## src/design/phld_pkg.sv

```systemverilog
// package: shared types, constants and codes for the pose history loop detector
`timescale 1ns / 1ps
`default_nettype none

package phld_pkg;

   // fixed field widths
   localparam int COORD_BITS = 20;
   localparam int HEAD_W     = 12;
   localparam int ANG_W      = 12;
   localparam int CNT_OUT_W  = 11;
   localparam int MAG_W      = COORD_BITS + 1;
   localparam int D2_W       = 2 * MAG_W + 1;
   localparam int CSR_IDX_W  = 2;
   localparam int CSR_DATA_W = 20;

   localparam int PATH_DEPTH_DEF = 1024;

   // heading wrap
   localparam int FULL_TURN = 3600;
   localparam int HALF_TURN = 1800;

   // request codes
   localparam logic [1:0] REQ_ADD    = 2'd0;
   localparam logic [1:0] REQ_FORCE  = 2'd1;
   localparam logic [1:0] REQ_CHECK  = 2'd2;
   localparam logic [1:0] REQ_UNUSED = 2'd3;

   // register indexes
   localparam logic [CSR_IDX_W-1:0] CSR_MIN_SPACING = 2'd0;
   localparam logic [CSR_IDX_W-1:0] CSR_ANGLE_THR   = 2'd1;
   localparam logic [CSR_IDX_W-1:0] CSR_MAX_REACH   = 2'd2;
   localparam logic [CSR_IDX_W-1:0] CSR_LOOP_POINTS = 2'd3;

   // register reset values
   localparam logic [15:0] MIN_SPACING_RST = 16'd25;
   localparam logic [10:0] ANGLE_THR_RST   = 11'd300;
   localparam logic [19:0] MAX_REACH_RST   = 20'd50000;
   localparam logic [10:0] LOOP_POINTS_RST = 11'd12;

   typedef struct packed {
      logic [1:0]                   req_type;
      logic signed [COORD_BITS-1:0] pos_x;
      logic signed [COORD_BITS-1:0] pos_y;
      logic [HEAD_W-1:0]            heading;
   } req_pkt_type;

   typedef struct packed {
      logic                 point_added;
      logic                 loop_closed;
      logic [CNT_OUT_W-1:0] stored_count;
      logic [CNT_OUT_W-1:0] dropped_count;
   } rsp_pkt_type;

   typedef struct packed {
      logic signed [COORD_BITS-1:0] x;
      logic signed [COORD_BITS-1:0] y;
      logic [HEAD_W-1:0]            h;
   } entry_type;

   typedef struct packed {
      logic            valid;
      logic [D2_W-1:0] d2;
      logic [ANG_W-1:0] ang;
   } dist_res_type;

   typedef enum logic [1:0] {
      SK_IDLE,
      SK_SQRT,
      SK_DIV,
      SK_DONE
   } skip_state_type;

   typedef enum logic [3:0] {
      ST_IDLE,
      ST_PREP,
      ST_PRUNE_RD,
      ST_PRUNE_WAIT,
      ST_LAST_RD,
      ST_LAST_WAIT,
      ST_PUSH,
      ST_CUR_RD,
      ST_CUR_WAIT,
      ST_SCAN_RD,
      ST_SCAN_WAIT,
      ST_SKIP,
      ST_DONE
   } state_type;

endpackage

`default_nettype wire

```

## src/design/phld_dist.sv

```systemverilog
// squared distance and wrapped heading difference pipeline
`timescale 1ns / 1ps
`default_nettype none

module phld_dist
   import phld_pkg::*;
(
   input  wire logic                         clock,
   input  wire logic                         reset,
   input  wire logic                         start,
   input  wire entry_type                    ent,
   input  wire logic signed [COORD_BITS-1:0] ref_x,
   input  wire logic signed [COORD_BITS-1:0] ref_y,
   input  wire logic [HEAD_W-1:0]            ref_h,
   output dist_res_type                      res
);

   function automatic logic [ANG_W-1:0] ang_mag(input logic [HEAD_W-1:0] a,
                                                input logic [HEAD_W-1:0] b);
      logic signed [HEAD_W+1:0] d;
      logic signed [HEAD_W+1:0] m;
      d = $signed({2'b00, a}) - $signed({2'b00, b});
      m = d;
      if (d < 0) begin
         m = d + 14'(FULL_TURN);
         if (m < 0) begin
            m = m + 14'(FULL_TURN);
         end
      end else if (d >= 14'(FULL_TURN)) begin
         m = d - 14'(FULL_TURN);
      end
      if (m > 14'(HALF_TURN)) begin
         m = 14'(FULL_TURN) - m;
      end
      return m[ANG_W-1:0];
   endfunction

   logic             s1_valid_ff, s2_valid_ff, s3_valid_ff;
   logic [MAG_W-1:0] mag_x_ff, mag_y_ff;
   logic [ANG_W-1:0] ang1_ff, ang2_ff, ang3_ff;
   logic [2*MAG_W-1:0] sq_x_ff, sq_y_ff;
   logic [D2_W-1:0]  d2_ff;

   logic signed [MAG_W-1:0] dx_in, dy_in;
   logic [MAG_W-1:0]        mag_x_in, mag_y_in;

   always_comb begin
      dx_in    = MAG_W'(ent.x) - MAG_W'(ref_x);
      dy_in    = MAG_W'(ent.y) - MAG_W'(ref_y);
      mag_x_in = dx_in[MAG_W-1] ? MAG_W'(-dx_in) : MAG_W'(dx_in);
      mag_y_in = dy_in[MAG_W-1] ? MAG_W'(-dy_in) : MAG_W'(dy_in);
   end

   always_ff @(posedge clock) begin
      if (reset) begin
         s1_valid_ff <= 1'b0;
         s2_valid_ff <= 1'b0;
         s3_valid_ff <= 1'b0;
      end else begin
         s1_valid_ff <= start;
         s2_valid_ff <= s1_valid_ff;
         s3_valid_ff <= s2_valid_ff;
      end
      mag_x_ff <= mag_x_in;
      mag_y_ff <= mag_y_in;
      ang1_ff  <= ang_mag(ent.h, ref_h);
      sq_x_ff  <= mag_x_ff * mag_x_ff;
      sq_y_ff  <= mag_y_ff * mag_y_ff;
      ang2_ff  <= ang1_ff;
      d2_ff    <= D2_W'(sq_x_ff) + D2_W'(sq_y_ff);
      ang3_ff  <= ang2_ff;
   end

   assign res.valid = s3_valid_ff;
   assign res.d2    = d2_ff;
   assign res.ang   = ang3_ff;

endmodule

`default_nettype wire

```

## config.mk

```make
export PLATFORM = sky130hd
export DESIGN_NAME = phld_dist
export DESIGN_NICKNAME = d
export VERILOG_FILES = /design/src/design/phld_pkg.sv /design/src/design/phld_dist.sv
export SDC_FILE = /design/constraint.sdc
export NUM_CORES = 2
export LEC_CHECK = 0
export ABC_CLOCK_PERIOD_IN_PS = 9900
export BUFFER_PORTS_ARGS = -buffer_cell sky130_fd_sc_hd__buf_2
export CAP_MARGIN = 20
export CORE_MARGIN = 3
export CORE_UTILIZATION = 61
export DETAILED_ROUTE_END_ITERATION = 8
export HOLD_SLACK_MARGIN = 0.15
export MAX_ROUTING_LAYER = met4
export PLACE_DENSITY_LB_ADDON = 0.2
export SLEW_MARGIN = 0
export SYNTH_ARGS = -nofsm -noshare
export SYNTH_HDL_FRONTEND = slang
export SYNTH_SLANG_ARGS = --single-unit
```

## constraint.sdc

```tcl
create_clock -name clock -period 9.9 [get_ports clock]
set_input_delay 0 -clock clock [delete_from_list [all_inputs] [get_ports clock]]
set_output_delay 0 -clock clock [all_outputs]
set_load 0.02 [all_outputs]
```

## Word level (Yosys, flattened, before mapping)

Cells that the tools add are included.

- Flip-flop bits (word level): 208
- Input port bits: 107
- Output and inout bits: 56
- Logic and storage cells: 35

- Add/subtract/negate cells: 10
- Multipliers: 2
- Magnitude comparators: 4
- Mux-type cells: 6

Operators with widths:

| cell | count |
|---|---|
| multiplier 21 x 21 -> 42 bit | 2 |
| adder 42 x 42 -> 43 bit | 1 |
| two-way mux 14 bit | 3 |
| negation 21 bit | 2 |
| subtractor 20 x 20 -> 21 bit | 2 |
| two-way mux 20 bit | 2 |
| adder 13 x 13 -> 14 bit, second input constant | 1 |
| adder 14 x 13 -> 14 bit, second input constant | 1 |
| > comparator 14 x 12 -> 1 bit, second input constant | 1 |
| < comparator 14 x 1 -> 1 bit, second input constant | 1 |
| subtractor 13 x 13 -> 14 bit, second input constant | 1 |
| >= comparator 13 bit, second input constant | 1 |
| < comparator 13 x 1 -> 1 bit, second input constant | 1 |
| subtractor 12 x 12 -> 13 bit | 1 |
| two-way mux 12 bit | 1 |
| subtractor 10 x 12 -> 12 bit, first input constant | 1 |

## Logic depth before layout (Yosys ltp)

- Word-level depth: 7
- Mapped depth: 29

## Worst setup path after synthesis

OpenSTA, ideal clock, no wires.

- Kind: flip-flop to flip-flop
- From: register mag_y_ff[8]
- To: register sq_y_ff[40]
- Arrival: 7399 ps
- Data required time: 9828 ps
- Slack: 2429 ps
- Cell stages (with the launch flop): 30
- Buffers on the path: 2
- Clock period less this slack: 7471 ps
- Path through: dfxtp_1 -> clkbuf_1 -> clkbuf_1 -> nand2_1 -> fa_1 -> inv_1 -> fa_1 -> inv_1 -> fa_1 -> inv_1 -> fa_1 -> inv_1 -> fa_1 -> inv_1 -> fa_1 -> inv_1 -> fa_1 -> inv_1 -> ha_1 -> a21o_1 -> a21o_1 -> a21o_1 -> a311o_1 -> a31oi_1 -> o31ai_1 -> a41oi_1 -> a21oi_1 -> a2111o_1 -> a21oi_1 -> xnor2_1

- Cells in the longest elaborated chain, start to end: 1

RTL lines:

| what | RTL line | source |
|---|---|---|
| start: declaration | phld_dist.sv:39 | `logic [MAG_W-1:0] mag_x_ff, mag_y_ff;` |
| start signal: assignment | phld_dist.sv:65 | `mag_y_ff <= mag_y_in;` |
| multiplier 21 x 21 -> 42 bit | phld_dist.sv:68 | `sq_y_ff <= mag_y_ff * mag_y_ff;` |
| end signal: assignment | phld_dist.sv:68 |  |
| end: declaration | phld_dist.sv:41 | `logic [2*MAG_W-1:0] sq_x_ff, sq_y_ff;` |

Every way passes these cells.
A chain may end at the register's enable or synchronous reset.

## Final worst setup path

- From: register mag_y_ff[3]
- To: register sq_y_ff[40]

Same word-level chain as after synthesis.

==> metrics.md <==
| Metric | Value |
|---|---|
| Clock Tree Root | `clkbuf_16` |
| Post-detail-place hpwl | `58500 um` |
| Post-synth EDFFs | `0` |
| H-Tree Level Count | `1` |
| Placed standard-cell area | `36100 sq um` |
| Launch point of the worst reg-to-reg path | `mag_y_ff[3]` |
| Number of remaining DRC errors | `0` |
| Slew at the pin closest to its max-slew limit | `947 ps` |
| Number of antenna violations at the first check in global routing | `1` |
| Die span in y | `244 um` |
| Crit path kind | `reg -> reg` |
| Number of buffers on the longest clock path | `3` |
| Highest-count cells in the layout ignoring fill and taps | `inv_1 (921), fa_1 (623), ha_1 (408)` |
| Sinks on the clock net | `206` |
| Number of flip-flops and latches in the synthesized netlist | `206` |
| Synthesized netlist net count | `4868` |
| Hold path start | `ent[47]` |
| Starting density of the core | `62.2%` |
| Fillers | `4447` |
| DR vias/cell | `5.34` |
| Hold crit path type | `in -> reg` |
| Final Cycle Share | `83.8%` |
| Setup violations, final | `0` |
| Area overhead of the layout relative to synthesis | `9.14%` |
| Overall via count from detail_route | `25100` |
| Max-cap violations | `0` |
| Required time of the critical path | `10390 ps` |
| Top-level port count | `163` |
| Length of the first detailed-routing pass in iterations | `5` |
| Post-route setup TNS | `0 ps` |
| Post-Place Cells | `4551` |
| Global-route usage over all layers | `25.9%` |
| Synth warn | `0` |
| Total count of max-transition violations in the final report | `0` |
| Routability cong. | `0.891` |
| Clock Latency Late Sink | `560 ps` |
| Register area share after synthesis | `11.9%` |
| First-pass GRT wire length | `124000 um` |
| Overall overflow remaining after global route | `0` |
| Detail-routed net length per standard cell | `15.3 um` |
| Clock tree from TritonCTS | `done` |
| Largest net degree at the start of global routing | `24` |
| Vias in the first global route | `26700` |
| Launching instance or port of the critical path | `mag_y_ff[3]` |
| Hold slack | `184 ps` |
| Worst path arrival time | `8790 ps` |
| Average cell area after synthesis | `9.28 sq um` |
| Post-route cell area | `37800 sq um` |
| Number of instances in the synthesized netlist | `3730` |
| Number of buffers inserted during clock tree synthesis | `25` |
| Most common cell after layout, fill and taps aside | `inv_1` |
| Share of cells above drive strength 1 | `6.90%` |
| Fin crit period | `8300 ps` |
| Post-Synthesis Cell Area | `34600 sq um` |
| Area of the die | `59700 sq um` |
| Result of the run | `completed` |
| Final Non-Filler Cells | `4690` |
| Post-CTS Setup Inserts | `0` |
| Clock Pin Slew Worst Setup and Hold Paths | `60 ps` |
| Number of hold violations in the final report | `0` |
| Share of async-settable or async-resettable flops after synthesis | `0%` |
| Highest fanout seen on the critical path | `21` |
| RSZ-0062 raised after global routing | `false` |
| Remaining antenna violation count after routing | `0` |
| Die Wd | `244 um` |
| Iteration-0 DRC Markers | `1196` |
| Netlist cell types | `92` |
| Area of the core region | `55600 sq um` |
| Maximum clock skew at final layout | `21.1 ps` |
| Critical path capture point type | `flop` |
| Leading register cell type out of synthesis | `dfxtp_1` |
| Max Fclk | `0.121 GHz` |
| IO Port Bufs | `162` |
| NumNets Final | `5061` |
| Drt total wl | `71800 um` |
| Floorplan row count | `86` |
| Slew margin rel. | `36.8%` |
| Critical path startpoint category | `flop` |
==> layer usage <==
| metal | global-route usage [%] | share of wire, % |
|---|---|---|
| met3 | 3.46 | 4.8 |
| met5 | - | 0 |
| met1 | 32.2 | 41 |
| met4 | 8.40 | 3.7 |
| met2 | 44.1 | 50 |
==> repair_timing <==
| item | 4_1_cts | 5_1_grt |
|---|---|---|
| gates resized for setup | 0 | 0 |
| hold buffers | 93 | 0 |
| hold endpoints to repair | 45 | 0 |
==> cell families (layout without fill, tap and decap cells) <==
family	after synthesis	count (layout)	synth area share, %
AOI/OAI and AO/OA	469	469	9.23
muxes	4	4	0.141
other	0	1	0
DFF	206	206	11.9
adders and majority gates	1031	1031	50.8
xor gates and xnor gates	208	208	5.32
buffers and inverters	1026	1237	11.2
and+or+nand+nor	786	786	11.4
==> path summary, 6_finish.rpt <==
path	end	slack (ps)	cells past startpoint
worst max register to register	sq_y_ff[40]	1600	27
worst max-delay path	sq_y_ff[40]	1600	27
worst min-delay path	mag_x_ff[15]	180	5
worst min register to register	ang2_ff[8]	320	0
==> state kept, by name, summed over array words and instances (netlist names) <==
register,flops
ang1_ff,12
s3_valid_ff,1
mag_y_ff,21
ang2_ff,12
d2_ff,43
s1_valid_ff,1
s2_valid_ff,1
sq_x_ff,41
sq_y_ff,41
mag_x_ff,21
ang3_ff,12
==> synth_stat cells (all sizes together) (7+ instances only) <==
library cell	n	area (sq um)
nor2b	28	175
nand2	293	1100
dfxtp	206	4120
nand4	16	100
o31ai	15	126
o211ai	12	95.1
or3	12	80.1
a211oi	13	108
and4	14	123
inv	921	3460
nand3	27	135
nor2	115	434
a2111oi	8	88.8
a31oi	31	194
xnor2	146	1300
xor2	62	543
and2	173	1080
fa	623	12500
nor3	33	188
a21o	64	480
and3	25	156
o21bai	21	158
or2	16	100
buf	11	78.8
a21oi	137	693
nor4	9	86.3
o21ai	67	343
ha	408	5100
clkbuf	94	354
o2111ai	7	67.6
nand2b	15	93.8
o21a	30	225
==> metrics by stage <==
step	util, %	setup slack (ps)
2_1_floorplan	-	2430
3_3_place_gp	64.8	1890
3_5_place_dp	64.8	1680
4_1_cts	67.9	1620
5_1_grt	67.9	1120
6_report	67.9	1600
==> critical path: stages, from the launching register on <==
cell,delay [ps]
dfxtp_1,890
nand2_1,220
fa_1,530
inv_1,50
fa_1,500
inv_1,50
fa_1,470
inv_1,50
fa_1,500
inv_1,60
fa_1,540
inv_1,50
fa_1,520
inv_1,60
fa_1,470
inv_1,40
ha_1,340
a21o_1,180
a21o_1,170
a21o_1,180
a311o_1,340
a31oi_1,530
o31ai_1,220
a41oi_1,340
a21oi_1,170
a2111o_1,410
a21oi_1,210
xnor2_1,130
==> cell type report <==
type	instances	area, sq um	share of cell area, %
Tap cell	748	936	2.48
Inverter	921	3460	9.15
Sequential cell	206	4120	10.9
Timing Repair Buffer	271	1860	4.93
Multi-Input combinational cell	2498	26600	70.4
Antenna cell	1	2.50	0.00662
Clock inverter	13	115	0.305
Clock buffer	32	682	1.80
Power is not shown: default switching activity piles up to over one toggle a cycle in this logic, so the estimate is an artifact.
