--- src/design/phld_pkg.sv ---
// package: shared types, constants and codes for the pose history loop detector
`timescale 1ns / 1ps
`default_nettype none

package phld_pkg;

   // fixed field widths
   localparam int COORD_BITS = 20;
   localparam int HEAD_W     = 12;
   localparam int ANG_W      = 12;
   localparam int CNT_OUT_W  = 11;
   localparam int MAG_W      = COORD_BITS + 1;
   localparam int D2_W       = 2 * MAG_W + 1;
   localparam int CSR_IDX_W  = 2;
   localparam int CSR_DATA_W = 20;

   localparam int PATH_DEPTH_DEF = 1024;

   // heading wrap
   localparam int FULL_TURN = 3600;
   localparam int HALF_TURN = 1800;

   // request codes
   localparam logic [1:0] REQ_ADD    = 2'd0;
   localparam logic [1:0] REQ_FORCE  = 2'd1;
   localparam logic [1:0] REQ_CHECK  = 2'd2;
   localparam logic [1:0] REQ_UNUSED = 2'd3;

   // register indexes
   localparam logic [CSR_IDX_W-1:0] CSR_MIN_SPACING = 2'd0;
   localparam logic [CSR_IDX_W-1:0] CSR_ANGLE_THR   = 2'd1;
   localparam logic [CSR_IDX_W-1:0] CSR_MAX_REACH   = 2'd2;
   localparam logic [CSR_IDX_W-1:0] CSR_LOOP_POINTS = 2'd3;

   // register reset values
   localparam logic [15:0] MIN_SPACING_RST = 16'd25;
   localparam logic [10:0] ANGLE_THR_RST   = 11'd300;
   localparam logic [19:0] MAX_REACH_RST   = 20'd50000;
   localparam logic [10:0] LOOP_POINTS_RST = 11'd12;

   typedef struct packed {
      logic [1:0]                   req_type;
      logic signed [COORD_BITS-1:0] pos_x;
      logic signed [COORD_BITS-1:0] pos_y;
      logic [HEAD_W-1:0]            heading;
   } req_pkt_type;

   typedef struct packed {
      logic                 point_added;
      logic                 loop_closed;
      logic [CNT_OUT_W-1:0] stored_count;
      logic [CNT_OUT_W-1:0] dropped_count;
   } rsp_pkt_type;

   typedef struct packed {
      logic signed [COORD_BITS-1:0] x;
      logic signed [COORD_BITS-1:0] y;
      logic [HEAD_W-1:0]            h;
   } entry_type;

   typedef struct packed {
      logic            valid;
      logic [D2_W-1:0] d2;
      logic [ANG_W-1:0] ang;
   } dist_res_type;

   typedef enum logic [1:0] {
      SK_IDLE,
      SK_SQRT,
      SK_DIV,
      SK_DONE
   } skip_state_type;

   typedef enum logic [3:0] {
      ST_IDLE,
      ST_PREP,
      ST_PRUNE_RD,
      ST_PRUNE_WAIT,
      ST_LAST_RD,
      ST_LAST_WAIT,
      ST_PUSH,
      ST_CUR_RD,
      ST_CUR_WAIT,
      ST_SCAN_RD,
      ST_SCAN_WAIT,
      ST_SKIP,
      ST_DONE
   } state_type;

endpackage

`default_nettype wire

--- src/design/phld_skip.sv ---
// skip step unit: bit-serial square root then restoring division
`timescale 1ns / 1ps
`default_nettype none

module phld_skip
   import phld_pkg::*;
#(
   localparam int SQW = D2_W + (D2_W % 2),
   localparam int RW  = SQW / 2
)
(
   input  wire logic            clock,
   input  wire logic            reset,
   input  wire logic            start,
   input  wire logic [D2_W-1:0] d2,
   input  wire logic [15:0]     spacing,
   input  wire logic [9:0]      half,
   output logic                 done,
   output logic [RW-1:0]        step
);

   localparam int ITW = $clog2(RW + 1);

   skip_state_type state_ff, state_in;
   logic [ITW-1:0] iter_ff, iter_in;
   logic [SQW-1:0] v_ff, v_in, r_ff, r_in, bit_ff, bit_in;
   logic [RW-1:0]  num_ff, num_in;
   logic [15:0]    rem_ff, rem_in;
   logic [SQW:0]   trial;
   logic [16:0]    tr;
   logic           last_iter;

   assign last_iter = (iter_ff == ITW'(RW - 1));

   // next state
   always_comb begin
      state_in = state_ff;
      case (state_ff)
         SK_IDLE: if (start) state_in = SK_SQRT;
         SK_SQRT: if (last_iter) state_in = SK_DIV;
         SK_DIV:  if (last_iter) state_in = SK_DONE;
         SK_DONE: state_in = SK_IDLE;
         default: state_in = SK_IDLE;
      endcase
   end

   // outputs
   always_comb begin
      done = (state_ff == SK_DONE);
      if (num_ff > RW'(half)) begin
         step = num_ff - RW'(half);
      end else begin
         step = RW'(1);
      end
   end

   // datapath
   always_comb begin
      v_in   = v_ff;
      r_in   = r_ff;
      bit_in = bit_ff;
      num_in = num_ff;
      rem_in = rem_ff;
      iter_in = iter_ff + ITW'(1);
      trial  = (SQW + 1)'(r_ff) + (SQW + 1)'(bit_ff);
      tr     = {rem_ff, num_ff[RW-1]};
      case (state_ff)
         SK_IDLE: begin
            v_in    = SQW'(d2);
            r_in    = '0;
            bit_in  = SQW'(1) << (SQW - 2);
            iter_in = '0;
         end
         SK_SQRT: begin
            if ((SQW + 1)'(v_ff) >= trial) begin
               v_in = v_ff - trial[SQW-1:0];
               r_in = (r_ff >> 1) + bit_ff;
            end else begin
               r_in = r_ff >> 1;
            end
            bit_in = bit_ff >> 2;
            if (last_iter) begin
               iter_in = '0;
               num_in  = r_in[RW-1:0];
               rem_in  = '0;
            end
         end
         SK_DIV: begin
            if (tr >= {1'b0, spacing}) begin
               rem_in = 16'(tr - {1'b0, spacing});
               num_in = {num_ff[RW-2:0], 1'b1};
            end else begin
               rem_in = tr[15:0];
               num_in = {num_ff[RW-2:0], 1'b0};
            end
         end
         default: ;
      endcase
   end

   always_ff @(posedge clock) begin
      if (reset) begin
         state_ff <= SK_IDLE;
      end else begin
         state_ff <= state_in;
      end
      iter_ff <= iter_in;
      v_ff    <= v_in;
      r_ff    <= r_in;
      bit_ff  <= bit_in;
      num_ff  <= num_in;
      rem_ff  <= rem_in;
   end

endmodule

`default_nettype wire

--- config.mk ---
export PLATFORM = sky130hd
export DESIGN_NAME = phld_skip
export DESIGN_NICKNAME = d
export VERILOG_FILES = /design/src/design/phld_pkg.sv /design/src/design/phld_skip.sv
export SDC_FILE = /design/constraint.sdc
export NUM_CORES = 1
export LEC_CHECK = 0
export BUFFER_PORTS_ARGS = -buffer_cell sky130_fd_sc_hd__buf_2
export CORE_MARGIN = 10
export CORE_UTILIZATION = 67
export CTS_CLUSTER_DIAMETER = 200
export DETAILED_ROUTE_END_ITERATION = 8
export PLACE_DENSITY = 0.87
export RECOVER_POWER = 25
export SYNTH_ARGS = -nofsm -noshare
export SYNTH_HDL_FRONTEND = slang
export SYNTH_SLANG_ARGS = --single-unit
--- constraint.sdc ---
create_clock -name clock -period 18.1 [get_ports clock]
set_input_delay 0.905 -clock clock [delete_from_list [all_inputs] [get_ports clock]]
set_output_delay 0.905 -clock clock [all_outputs]
set_load 0.1 [all_outputs]
# Yosys cells after proc, flatten, opt, wreduce, memory -nomap -nowiden
# Cells that the tools add are included.
[word_totals]
in_bits = 72
word_cells = 48
ff_bits = 177
[classes]
eq_ne = 8
n_mux = 18
reduce_logical = 6
n_lt_le_gt_ge = 3
add_sub_neg = 6
[op_table]
columns = ["cell", "count"]
rows = [
  ["$pmux W44 S2", 3],
  ["$mux W44", 2],
  ["$add A44 B44 Y45", 1],
  ["$ge A44 B45 Y1", 1],
  ["$add A43 B44 Y44", 1],
  ["$mux W22", 2],
  ["$pmux W22 S2", 1],
  ["$sub A44 B44 Y44", 1],
  ["$mux W16", 2],
  ["$pmux W16 S2", 1],
  ["$gt A22 B10 Y1", 1],
  ["$sub A22 B10 Y22", 1],
  ["$ge A17 B16 Y1", 1],
  ["$sub A16 B16 Y16", 1],
  ["$pmux W5 S2", 1],
  ["$ne A2 B2 Y1 const B", 4],
  ["$pmux W2 S4", 1],
  ["$mux W2", 3],
  ["$add A5 B1 Y5 const B", 1],
  ["$eq A5 B5 Y1 const B", 1],
  ["$mux W5", 1],
  ["$eq A2 B2 Y1 const B", 2],
  ["$reduce_and A2 Y1", 2],
  ["$reduce_bool A2 Y1", 2],
  ["4 further kinds", 4],
]

# Longest topological paths before layout
[depth]
word_depth = 5
ltp_mapped = 24
depth_no_buf = 21

# Least setup slack after synthesis
# No wires, ideal clock.
[synth_timing]
path_type = "flip-flop to flip-flop"
startpoint = "reg r_ff[2]"
endpoint = "reg v_ff[0] (enable)"
stages_incl_launch_ff = 21
n_path_buf = 2
setup_time_ns = 0.506
slack_ns = 11.464
t_arrival_ns = 6.129
cell_sequence = "edfxtp_1 > ha_1 > a31o_2 > nor3_1 > nor2_1 > a31oi_1 > o21bai_1 > a31o_2 > xnor2_1 > ha_1 > buf_2 > nand3_2 > or4_4 > a311oi_2 > o21ai_2 > a2111oi_4 > nor2_2 > o21ai_1 > buf_2 > nand3_1 > o21ai_0"
[synth_between]
elab_chain_len = 4
[synth_lines]
columns = ["element", "line_no", "rtl"]
rows = [
  ["start, declared", "phld_skip.sv:26", "logic [SQW-1:0] v_ff, v_in, r_ff, r_in, bit_ff, bit_in;"],
  ["start signal, assigned", "phld_skip.sv:109", "r_ff <= r_in;"],
  ["$add A44 B44 Y45", "phld_skip.sv:65", "trial = (SQW + 1)'(r_ff) + (SQW + 1)'(bit_ff);"],
  ["$ge A44 B45 Y1", "phld_skip.sv:75", "if ((SQW + 1)'(v_ff) >= trial) begin"],
  ["$ne A2 B2 Y1 (no source line)", "--", ""],
  ["$reduce_and A2 Y1 (no source line)", "--", ""],
  ["end signal, assigned", "phld_skip.sv:108", "v_ff <= v_in;"],
  ["end, declared", "phld_skip.sv:26", ""],
]
# No other way between the ends.
# A chain may end at the register's enable or synchronous reset.

# Worst setup path in the final report
[layout_timing]
startpoint = "reg r_ff[2]"
endpoint = "reg v_ff[7] (enable)"
# The elaborated chain is that of the path after synthesis.

==> impl_metrics.csv <==
group,metric,value,unit
status,status,"finished with violations",
status,violations,"max-capacitance violations, max-slew violations",
detailed_routing,drtIter0Drc,1219,
timing,fmax,0.154,GHz
cts,clk_latency,450,ps
floorplan,ioPinCount,95,
floorplan,rows,51,
floorplan,core_area,19700,µm²
timing,rsz0062_at_grt,"no",
worst_setup_path,critPathTopFamily,"compound AO/OA/AOI/OAI gates",
worst_setup_path,crit_arrival,6570,ps
timing,max-slew-margin-rel,-55.2,%
detailed_routing,wl_met2,16700,µm
cts,cts_inserted_buffers,17,
detailed_routing,wire_per_inst,19.3,µm
cts,postCtsHoldBufs,0,
global_routing,grt-ovfl-total,0,
cts,htreeDepth,4,
floorplan,die_w,162,µm
detailed_routing,antenna_left,0,
synthesis,syn_area,13500,µm²
global_routing,grt_pass1_wl,58000,µm
worst_setup_path,path_buf_inv,2,
hold_path,min_from,"iter_ff[0]$_DFF_P_",
timing,tightest_slew,2330,ps
timing,layout_min_cycle_time,6490,ps
hold_path,hp-class,"register to register",
cts,post_cts_buffers,0,
place,io_buffers,94,
cells_and_area,syn_to_final_growth,9.21,%
synthesis,ys_types,77,
timing,setup-tns-final,0,ps
worst_setup_path,path_max_fanout,44,
worst_setup_path,required,18180,ps
cells_and_area,num-fill-cells,1470,
floorplan,die_h,162,µm
floorplan,dieArea,26200,µm²
detailed_routing,drt-met1-wl,14600,µm
detailed_routing,top_layer,"met4",
synthesis,yosysWarnings,0,
worst_setup_path,slowest_delay,530,ps
synthesis,yosysSeqAreaShare,34.0,%
global_routing,grt_start_max_net_pins,50,
place,hpwl,26100,µm
timing,hold_viol,0,
timing,setup_violations,0,
timing,fin_crit_sh,35.9,%
synthesis,syn_area_per_cell,8.99,µm²
cts,clock_path_buffers,2,
timing,skew,12.4,ps
run,max-cap-violations,4,
worst_setup_path,critPathLaunch,"r_ff[2]$_SDFFCE_PN0N_",
worst_setup_path,crit_path_end_kind,"register",
floorplan,start_util,68.7,%
worst_setup_path,setup.worst_path.start_class,"register",
worst_setup_path,cp_cell_sequence,"ha_1, a211o_1, a31oi_1, o211a_1, o311ai_0, a211o_1, o21ai_0, nor2b_1, xnor2_1, ha_1, nand2_1, or4_1, nor2_1, a31oi_1, o211ai_1, a21oi_1, o21ai_1, buf_4, nand3_1, o21ai_4, buf_4",
cts,clockRootBuffer,"clkbuf_16",
detailed_routing,dr.pass1.iters,6,
detailed_routing,finalWirelength,35600,µm
detailed_routing,viasPerCell,6.68,
detailed_routing,dr_wl_met3,3260,µm
place,dpl.cell_count,1814,
cts,cts.clk_slew.worst_paths,70,ps
cells_and_area,fin_cells,1846,
synthesis,synth-main-ff-cell,"edfxtp_1",
cells_and_area,drive_gt1_share,12.8,%
synthesis,synth_edf_count,148,
synthesis,syn_nets,1699,
place,place_congestion,0.926,
timing,slew_violations,168,
cts,cts_tree,"built",
worst_setup_path,critPathKind,"register to register",
detailed_routing,vias,12330,
cells_and_area,antennaDiodeCount,0,
synthesis,synthCells,1502,
cts,clock-sinks,155,
synthesis,ys_async_sr_fraction,0,%
global_routing,grt.total_usage,26.5,%
cells_and_area,fin_nets,1765,
synthesis,synth_seq_cells,155,
worst_setup_path,r2r-start,"r_ff[2]$_SDFFCE_PN0N_",
detailed_routing,drcViolationCount,0,
global_routing,grt_pass1_vias,11811,
cts,cts_resized,0,
global_routing,antenna_found_initial,0,
worst_setup_path,slowest_stage,"o21ai_0",
sequential cells by signal, indices dropped and copies added (netlist names):
register  flops
r_ff         44
bit_ff       22
iter_ff       5
state_ff      2
num_ff       22
v_ff         44
rem_ff       16
cells by family after synthesis:
kind of cell,after synthesis,share of synthesized area [%]
muxes,38,3.11
xor gates and xnor gates,116,7.53
AOI/OAI and AO/OA,461,22.1
DFF,155,34.0
adders and majority gates,125,11.8
and+or+nand+nor,490,18.2
buffers and inverters,117,3.39
stage by stage:
| stage | setup WS, ps | cell area (µm²) | hold slack [ps] | utilization (%) |
|---|---|---|---|---|
| finish | 11610 | 14700 | 463 | 75.0 |
| CTS | 11810 | 14800 | 466 | 75.1 |
| global route | 11270 | 14700 | 491 | 75.0 |
| global placement | 12120 | 14200 | 451 | 72.3 |
| floorplan | 11460 | 13500 | 433 | - |
| detailed placement | 11860 | 14200 | 451 | 72.3 |
final timing paths:
kind                         to  slack, ps  cells past startpoint
max           v_ff[7]$_DFFE_PP_      11610                     21
min          iter_ff[0]$_DFF_P_        460                      1
min reg2reg  iter_ff[0]$_DFF_P_        460                      1
max reg2reg   v_ff[7]$_DFFE_PP_      11610                     21
layout make-up:
type	instances	area, µm²	share of cell area [%]
clock buffer	18	429	2.91
clock inverter	14	129	0.874
inverter	58	218	1.48
multi-input combinational	1230	8510	57.7
sequential	155	4580	31.1
tap	265	332	2.25
timing repair buffer	106	544	3.69
layout by cell type (no fill, tap or decap), types with 5 or more instances in the layout:
cell,netlist,layout
nor2b_1,24,24
or2_2,9,9
nor3_1,53,53
or3_1,10,10
ha_1,122,122
nand2b_1,13,13
mux2_2,32,32
clkinv_2,0,5
o21ai_0,85,83
nand3_1,42,42
o21bai_1,17,17
buf_4,1,8
a31o_2,10,10
and2_0,1,17
a21o_1,37,37
a211o_1,6,6
inv_1,57,58
nand2_1,127,127
nor2_1,108,108
a31oi_1,47,47
or4_1,15,15
xor2_1,53,53
buf_2,6,93
and3_1,13,13
a21oi_1,131,130
clkbuf_16,0,17
or4_4,9,9
edfxtp_1,148,148
o21a_1,16,16
and2_1,23,7
a211oi_1,23,23
clkbuf_1,46,6
mux2i_1,6,6
nand4_1,28,28
dfxtp_1,7,7
xnor2_1,63,63
o31ai_1,39,39
synth_stat cells (6+ instances only):
library cell	count	area [µm²]
edfxtp_1	148	4440
a21oi_1	131	656
nand2_1	127	477
ha_1	122	1530
nor2_1	108	405
o21ai_0	85	425
xnor2_1	63	552
inv_1	57	214
nor3_1	53	265
xor2_1	53	464
a31oi_1	47	294
clkbuf_1	46	173
nand3_1	42	210
o31ai_1	39	293
a21o_1	37	278
mux2_2	32	360
nand4_1	28	175
nor2b_1	24	150
a211oi_1	23	173
and2_1	23	144
o21bai_1	17	128
o21a_1	16	120
or4_1	15	113
and3_1	13	81.3
nand2b_1	13	81.3
a31o_2	10	87.6
or3_1	10	62.6
or2_2	9	56.3
or4_4	9	101
dfxtp_1	7	140
a211o_1	6	52.6
buf_2	6	30.0
mux2i_1	6	60.1
layer usage:
metal,vias up,GRT usage [%]
met5,-,0
met2,650,44.6
met3,95,4.55
met4,0,10.5
met1,5763,33.1
li1,5822,-
Power is left out: the tool's default activity adds up to more than one toggle a clock period on the data nets, which glitch-free logic cannot reach.
